$ cat config.mk
export PLATFORM = sky130hd
export DESIGN_NAME = pli_ctrl
export DESIGN_NICKNAME = d
export VERILOG_FILES = /design/src/pli_pkg.sv /design/src/pli_ctrl.sv
export SDC_FILE = /design/constraint.sdc
export NUM_CORES = 1
export LEC_CHECK = 0
export ABC_AREA = 0
export CAP_MARGIN = 10
export CORE_MARGIN = 10
export CORE_UTILIZATION = 50
export CTS_CLUSTER_DIAMETER = 80
export DETAILED_ROUTE_END_ITERATION = 10
export DONT_BUFFER_PORTS = 1
export PLACE_DENSITY_LB_ADDON = 0.12
export SLEW_MARGIN = 40
export SYNTH_ARGS = -nofsm -noshare
export SYNTH_HDL_FRONTEND = slang
export SYNTH_SLANG_ARGS = --single-unit
export TNS_END_PERCENT = 10
$ cat constraint.sdc
create_clock -name clock -period 2.3 [get_ports clock]
set_clock_uncertainty 0.05 [all_clocks]
set_input_delay 0.46 -clock clock [delete_from_list [all_inputs] [get_ports clock]]
set_output_delay 0.46 -clock clock [all_outputs]
set_load 0.01 [all_outputs]
$ cat src/pli_pkg.sv
package pli_pkg;

   localparam int VAL_W  = 32;
   localparam int STEP_W = 31;
   localparam int IDX_W  = 10;

   typedef enum logic [1:0] {
      CMD_SET_ACCEL = 2'd0,
      CMD_ADVANCE   = 2'd1,
      CMD_LOAD_POS  = 2'd2,
      CMD_LOAD_VEL  = 2'd3
   } cmd_type;

   // datapath operations issued by the controller
   typedef enum logic [2:0] {
      OP_NONE   = 3'd0,
      OP_READ   = 3'd1,
      OP_DIV    = 3'd2,
      OP_ACC    = 3'd3,
      OP_VEL    = 3'd4,
      OP_POS    = 3'd5,
      OP_WRITE  = 3'd6,
      OP_RESULT = 3'd7
   } op_type;

   typedef struct packed {
      op_type     op;
      logic [1:0] axis;
      logic       start;
   } ctl_type;

   typedef struct packed {
      logic busy;
   } sts_type;

   function automatic logic signed [31:0] sat32(input logic signed [65:0] v);
      logic signed [31:0] r;
      if (v > 66'sd2147483647) r = 32'sh7fffffff;
      else if (v < -66'sd2147483648) r = 32'sh80000000;
      else r = v[31:0];
      return r;
   endfunction

endpackage

$ cat src/pli_ctrl.sv
module pli_ctrl (
   input  logic             clock,
   input  logic             reset,
   input  logic             in_valid,
   output logic             in_ready,
   input  logic [1:0]       in_cmd,
   output logic             load,
   output logic             out_valid,
   input  logic             out_ready,
   output pli_pkg::ctl_type ctl,
   input  pli_pkg::sts_type sts
);
   typedef enum logic [6:0] {
      S_IDLE  = 7'b0000001,
      S_READ  = 7'b0000010,
      S_DIVGO = 7'b0000100,
      S_DIVW  = 7'b0001000,
      S_ADV   = 7'b0010000,
      S_WRITE = 7'b0100000,
      S_OUT   = 7'b1000000
   } state_type;

   state_type state_ff, state_in;
   logic [1:0] axis_ff, axis_in, phase_ff, phase_in;
   logic [1:0] cmd_ff;
   logic out_valid_ff, out_valid_in;

   wire can_take = !out_valid_ff || out_ready;
   assign in_ready  = (state_ff == S_IDLE) && !sts.busy;
   assign load      = in_valid && in_ready;
   assign out_valid = out_valid_ff;

   always_comb begin
      state_in = state_ff;
      axis_in  = axis_ff;
      phase_in = phase_ff;
      out_valid_in = out_valid_ff && !out_ready;
      ctl = '{op: pli_pkg::OP_NONE, axis: axis_ff, start: 1'b0};
      unique case (state_ff)
         S_IDLE: if (load) begin state_in = S_READ; axis_in = '0; end
         S_READ: begin
            ctl.op = pli_pkg::OP_READ;
            if (sts.busy) begin
               ctl.op = pli_pkg::OP_NONE;
               unique case (pli_pkg::cmd_type'(cmd_ff))
                  pli_pkg::CMD_SET_ACCEL: state_in = S_DIVGO;
                  pli_pkg::CMD_ADVANCE: begin state_in = S_ADV; phase_in = '0; end
                  default: state_in = S_WRITE;
               endcase
            end
         end
         S_DIVGO: begin
            ctl.op = pli_pkg::OP_DIV; ctl.start = 1'b1; state_in = S_DIVW;
         end
         S_DIVW: if (!sts.busy) begin
            ctl.op = pli_pkg::OP_DIV;
            if (axis_ff == 2'd2) state_in = S_WRITE;
            else begin axis_in = axis_ff + 2'd1; state_in = S_DIVGO; end
         end
         S_ADV: begin
            unique case (phase_ff)
               2'd0: ctl.op = pli_pkg::OP_ACC;
               2'd1: ctl.op = pli_pkg::OP_VEL;
               default: ctl.op = pli_pkg::OP_POS;
            endcase
            if (phase_ff == 2'd2) begin
               phase_in = '0;
               if (axis_ff == 2'd2) state_in = S_WRITE;
               else axis_in = axis_ff + 2'd1;
            end else phase_in = phase_ff + 2'd1;
         end
         S_WRITE: begin ctl.op = pli_pkg::OP_WRITE; state_in = S_OUT; end
         S_OUT: if (can_take) begin
            ctl.op = pli_pkg::OP_RESULT; out_valid_in = 1'b1; state_in = S_IDLE;
         end
         default: state_in = S_IDLE;
      endcase
   end

   always_ff @(posedge clock) begin
      if (reset) begin
         state_ff <= S_IDLE; axis_ff <= '0; phase_ff <= '0; out_valid_ff <= 1'b0;
      end else begin
         state_ff <= state_in; axis_ff <= axis_in; phase_ff <= phase_in;
         out_valid_ff <= out_valid_in;
      end
      if (load) cmd_ff <= in_cmd;
   end

   assert property (@(posedge clock) disable iff (reset)
      load |=> (state_ff == S_READ))
      else $error("transfer did not start work");
   assert property (@(posedge clock) disable iff (reset)
      (out_valid_ff && !out_ready) |=> out_valid_ff)
      else $error("result dropped");
   assert property (@(posedge clock) disable iff (reset)
      (state_ff != S_IDLE) |-> !in_ready)
      else $error("ready while busy");
endmodule

==> impl_metrics.env <==
export IMPL_outcome="finished with violations"
export IMPL_violations="setup timing"
export IMPL_routed_wl_um=2310
export IMPL_syn_to_final_growth_pct=15.6
export IMPL_cts_tree="done"
export IMPL_wl_met2_um=1110
export IMPL_min_period_ns=2.35
export IMPL_ios=16
export IMPL_multiInputGateArea_sq_um=562
export IMPL_p_per_area_nw_per_um2=470
export IMPL_layout_drive_gt1_share_pct=28.1
export IMPL_seq_area_frac_synth_pct=33.9
export IMPL_fin_crit_sh_pct=102
export IMPL_hold_depth=1
export IMPL_n_fill_cell=156
export IMPL_ys_seq_elements=14
export IMPL_ys_warn_count=0
export IMPL_synthCells=105
export IMPL_ff2ff_setup_slack_ns=0.51
export IMPL_finalHoldViolations=0
export IMPL_start_util_pct=51.8
export IMPL_drv_slew=0
export IMPL_wl_per_cell_um=16.6
export IMPL_grt_pass1_wl_um=3670
export IMPL_insertion_delay_ns=0.30
export IMPL_p_leak_uw=0.000364
export IMPL_netlist_area_sq_um=885
export IMPL_maxSlewHeadroom_pct=76.0
export IMPL_clk_pin_slew_ns=0.10
export IMPL_end_kind="output port"
export IMPL_required_ns=1.79
export IMPL_clockBufferDepth=2
export IMPL_rsz0062_at_grt="yes"
export IMPL_reg2regPathDepth=6
export IMPL_grt_usage_pct=12.8
export IMPL_r2r_start="state_ff[4]"
export IMPL_cts_inserted_buffers=3
export IMPL_highest_layer="met4"
export IMPL_num_vias=823
export IMPL_met1_length_um=993
export IMPL_min_path_type="input pin to flop"
export IMPL_cap_viol_max_count=0
export IMPL_synth_avg_cell_area_sq_um=8.42
export IMPL_ys_types=45
export IMPL_syn_num_nets=113
export IMPL_tightest_slew_ns=0.357
export IMPL_cp_arrival_ns=1.84
export IMPL_crit_path_start="state_ff[4]"
export IMPL_crit_path_end="ctl[4]"
export IMPL_fin_nets=123
export IMPL_num_antenna_cells=0
export IMPL_critPathMaxFanout=3
export IMPL_drc=0
export IMPL_first_iter_violations=26
export IMPL_power_uw=481
export IMPL_ant_nets=0
export IMPL_max_vdd_ir_drop_mv=0.411
export IMPL_fmax_mhz=425
export IMPL_rr_endpoint="state_ff[4]"
export IMPL_setup_viol=2
export IMPL_place_area_sq_um=945
export IMPL_dr_pass1_iters=4
export IMPL_place_gp_congestion=0.842
export IMPL_final_cell_area_sq_um=1020
export IMPL_portBuffers=0
export IMPL_dp_final_hpwl_um=1760
export IMPL_numClockSinks=14
export IMPL_grt_ovfl_total=0
export IMPL_fp_dieW_um=62.1
export IMPL_grt_max_degree=14
export IMPL_rows=15
export IMPL_register_area_sq_um=305
export IMPL_setup_ws_ns=-0.0510
export IMPL_routed_via_density=5.92
export IMPL_wl_met3_um=151
export IMPL_die_area_sq_um=3850
export IMPL_crit_type="flop to output port"
export IMPL_grt_pass1_vias=775
export IMPL_die_h_um=62.1
export IMPL_htreeDepth=1
export IMPL_ctsHoldBuffers=0
export IMPL_core_area_sq_um=1710
export IMPL_start_kind="flop"
export IMPL_antenna_found_initial=0
export IMPL_cts_root_buf="clkbuf_4"
==> layout by cell type (no fill, tap or decap), types with 2 or more instances in the layout <==
cell type,n
buf_4,10
nor2_1,9
dfxtp_1,8
a21oi_1,7
nand3_1,6
inv_1,6
nor3_1,5
o21ai_0,5
nand2_1,4
nand2b_1,4
dfxtp_2,4
clkbuf_4,3
or4_4,2
nor2_4,2
nor2b_1,2
o211ai_1,2
nand3b_1,2
and3_1,2
edfxtp_1,2
==> through the flow <==
| stage | util (%) | hold WS [ns] | cells | setup slack, ns | TNS, ns |
|---|---|---|---|---|---|
| floorplan | - | 0.417 | 105 | 0.104 | 0 |
| global placement | 55.3 | 0.425 | 133 | 0.185 | 0 |
| detailed placement | 55.3 | 0.427 | 133 | 0.193 | 0 |
| CTS | 59.5 | 0.159 | 139 | -0.0524 | -0.0550 |
| global route | 59.9 | 0.158 | 139 | -0.125 | -0.229 |
| finish | 59.9 | 0.163 | 139 | -0.0510 | -0.0566 |
==> cell usage after synthesis (all sizes together) <==
| cell type | count | share of area, % |
|---|---|---|
| nor2 | 11 | 5.0 |
| or4b | 1 | 1.1 |
| and3 | 3 | 2.1 |
| nand4b | 1 | 0.99 |
| nor4b | 2 | 4.4 |
| o32a | 1 | 1.1 |
| dfxtp | 12 | 27 |
| a21boi | 1 | 0.85 |
| nand2 | 5 | 2.1 |
| buf | 3 | 2.7 |
| a22oi | 1 | 0.85 |
| xor2 | 1 | 0.99 |
| or4 | 3 | 3.4 |
| o31ai | 1 | 0.85 |
| edfxtp | 2 | 6.8 |
| ha | 1 | 1.4 |
| nand4 | 2 | 2.1 |
| a31oi | 1 | 0.71 |
| a21oi | 7 | 4.0 |
| and3b | 1 | 0.99 |
| nor2b | 2 | 1.4 |
| a221oi | 1 | 0.99 |
| o21ai | 6 | 3.4 |
| nand3 | 6 | 3.4 |
| o211ai | 3 | 3.1 |
| inv | 6 | 2.5 |
| clkbuf | 2 | 0.85 |
| nor3b | 1 | 0.85 |
| nand3b | 2 | 1.7 |
| o32ai | 1 | 0.99 |
| nor3 | 5 | 2.8 |
| or3 | 1 | 1.3 |
| or2 | 1 | 0.71 |
| o22ai | 2 | 2.1 |
| nand2b | 4 | 2.8 |
| nor4 | 2 | 1.4 |
==> layout make-up <==
type                    count  area share, %
inverters                   6           2.20
flip-flops and latches     14           29.9
repair buffers             10           7.34
clock buffers               3           2.20
well taps                  25           3.06
multi-input cells          80           55.0
clock inverters             1          0.367
==> sequential cells by signal (all words and copies together) (netlist names) <==
register   cells
axis_ff        2
state_ff       7
out_valid      1
phase_ff       2
cmd_ff         2
==> how the worst min path moves through the flow <==
| stage | from | to | slack, ns |
|---|---|---|---|
| global route | reset | state_ff[3] | 0.16 |
| detailed placement | phase_ff[0] | phase_ff[0] | 0.43 |
| finish | reset | state_ff[3] | 0.16 |
| global placement | phase_ff[0] | phase_ff[0] | 0.43 |
| CTS | reset | state_ff[3] | 0.16 |
| floorplan | phase_ff[0] | phase_ff[0] | 0.42 |
==> routing by layer <==
metal / vias to the layer above / GRT usage (%)
met3: 7 / 3.46
met1: 380 / 14.8
met5: - / 0
met2: 25 / 21.1
met4: 0 / 6.69
li1: 411 / -
==> kinds of logic after synthesis <==
family	count (synthesis)	synth area share [%]
and+or+nand+nor	53	38.6
adders and majority gates	1	1.41
buffers and inverters	11	6.08
AOI/OAI and AO/OA	25	19.0
DFF	14	33.9
xor gates and xnor gates	1	0.990
==> critical path: stages, from the launching register on <==
cell	delay [ns]
dfxtp_2	0.34
or4_4	0.55
nor4b_4	0.24
nand2_1	0.12
and3b_1	0.20
o211ai_2	0.09
==> repair_timing <==
item,in CTS,in global routing
endpoints found under the setup margin,4,4
pin swaps,3,2
buffers inserted,2,0
cloned,0,0
resized for setup,10,2
==> power by group <==
group	switching, uW	internal [uW]
Combinational	39.2	31.1
Sequential	4.98	253
Clock	89.2	63.2
Total	133	347
No activity file was read; power rests on OpenSTA's default activity.
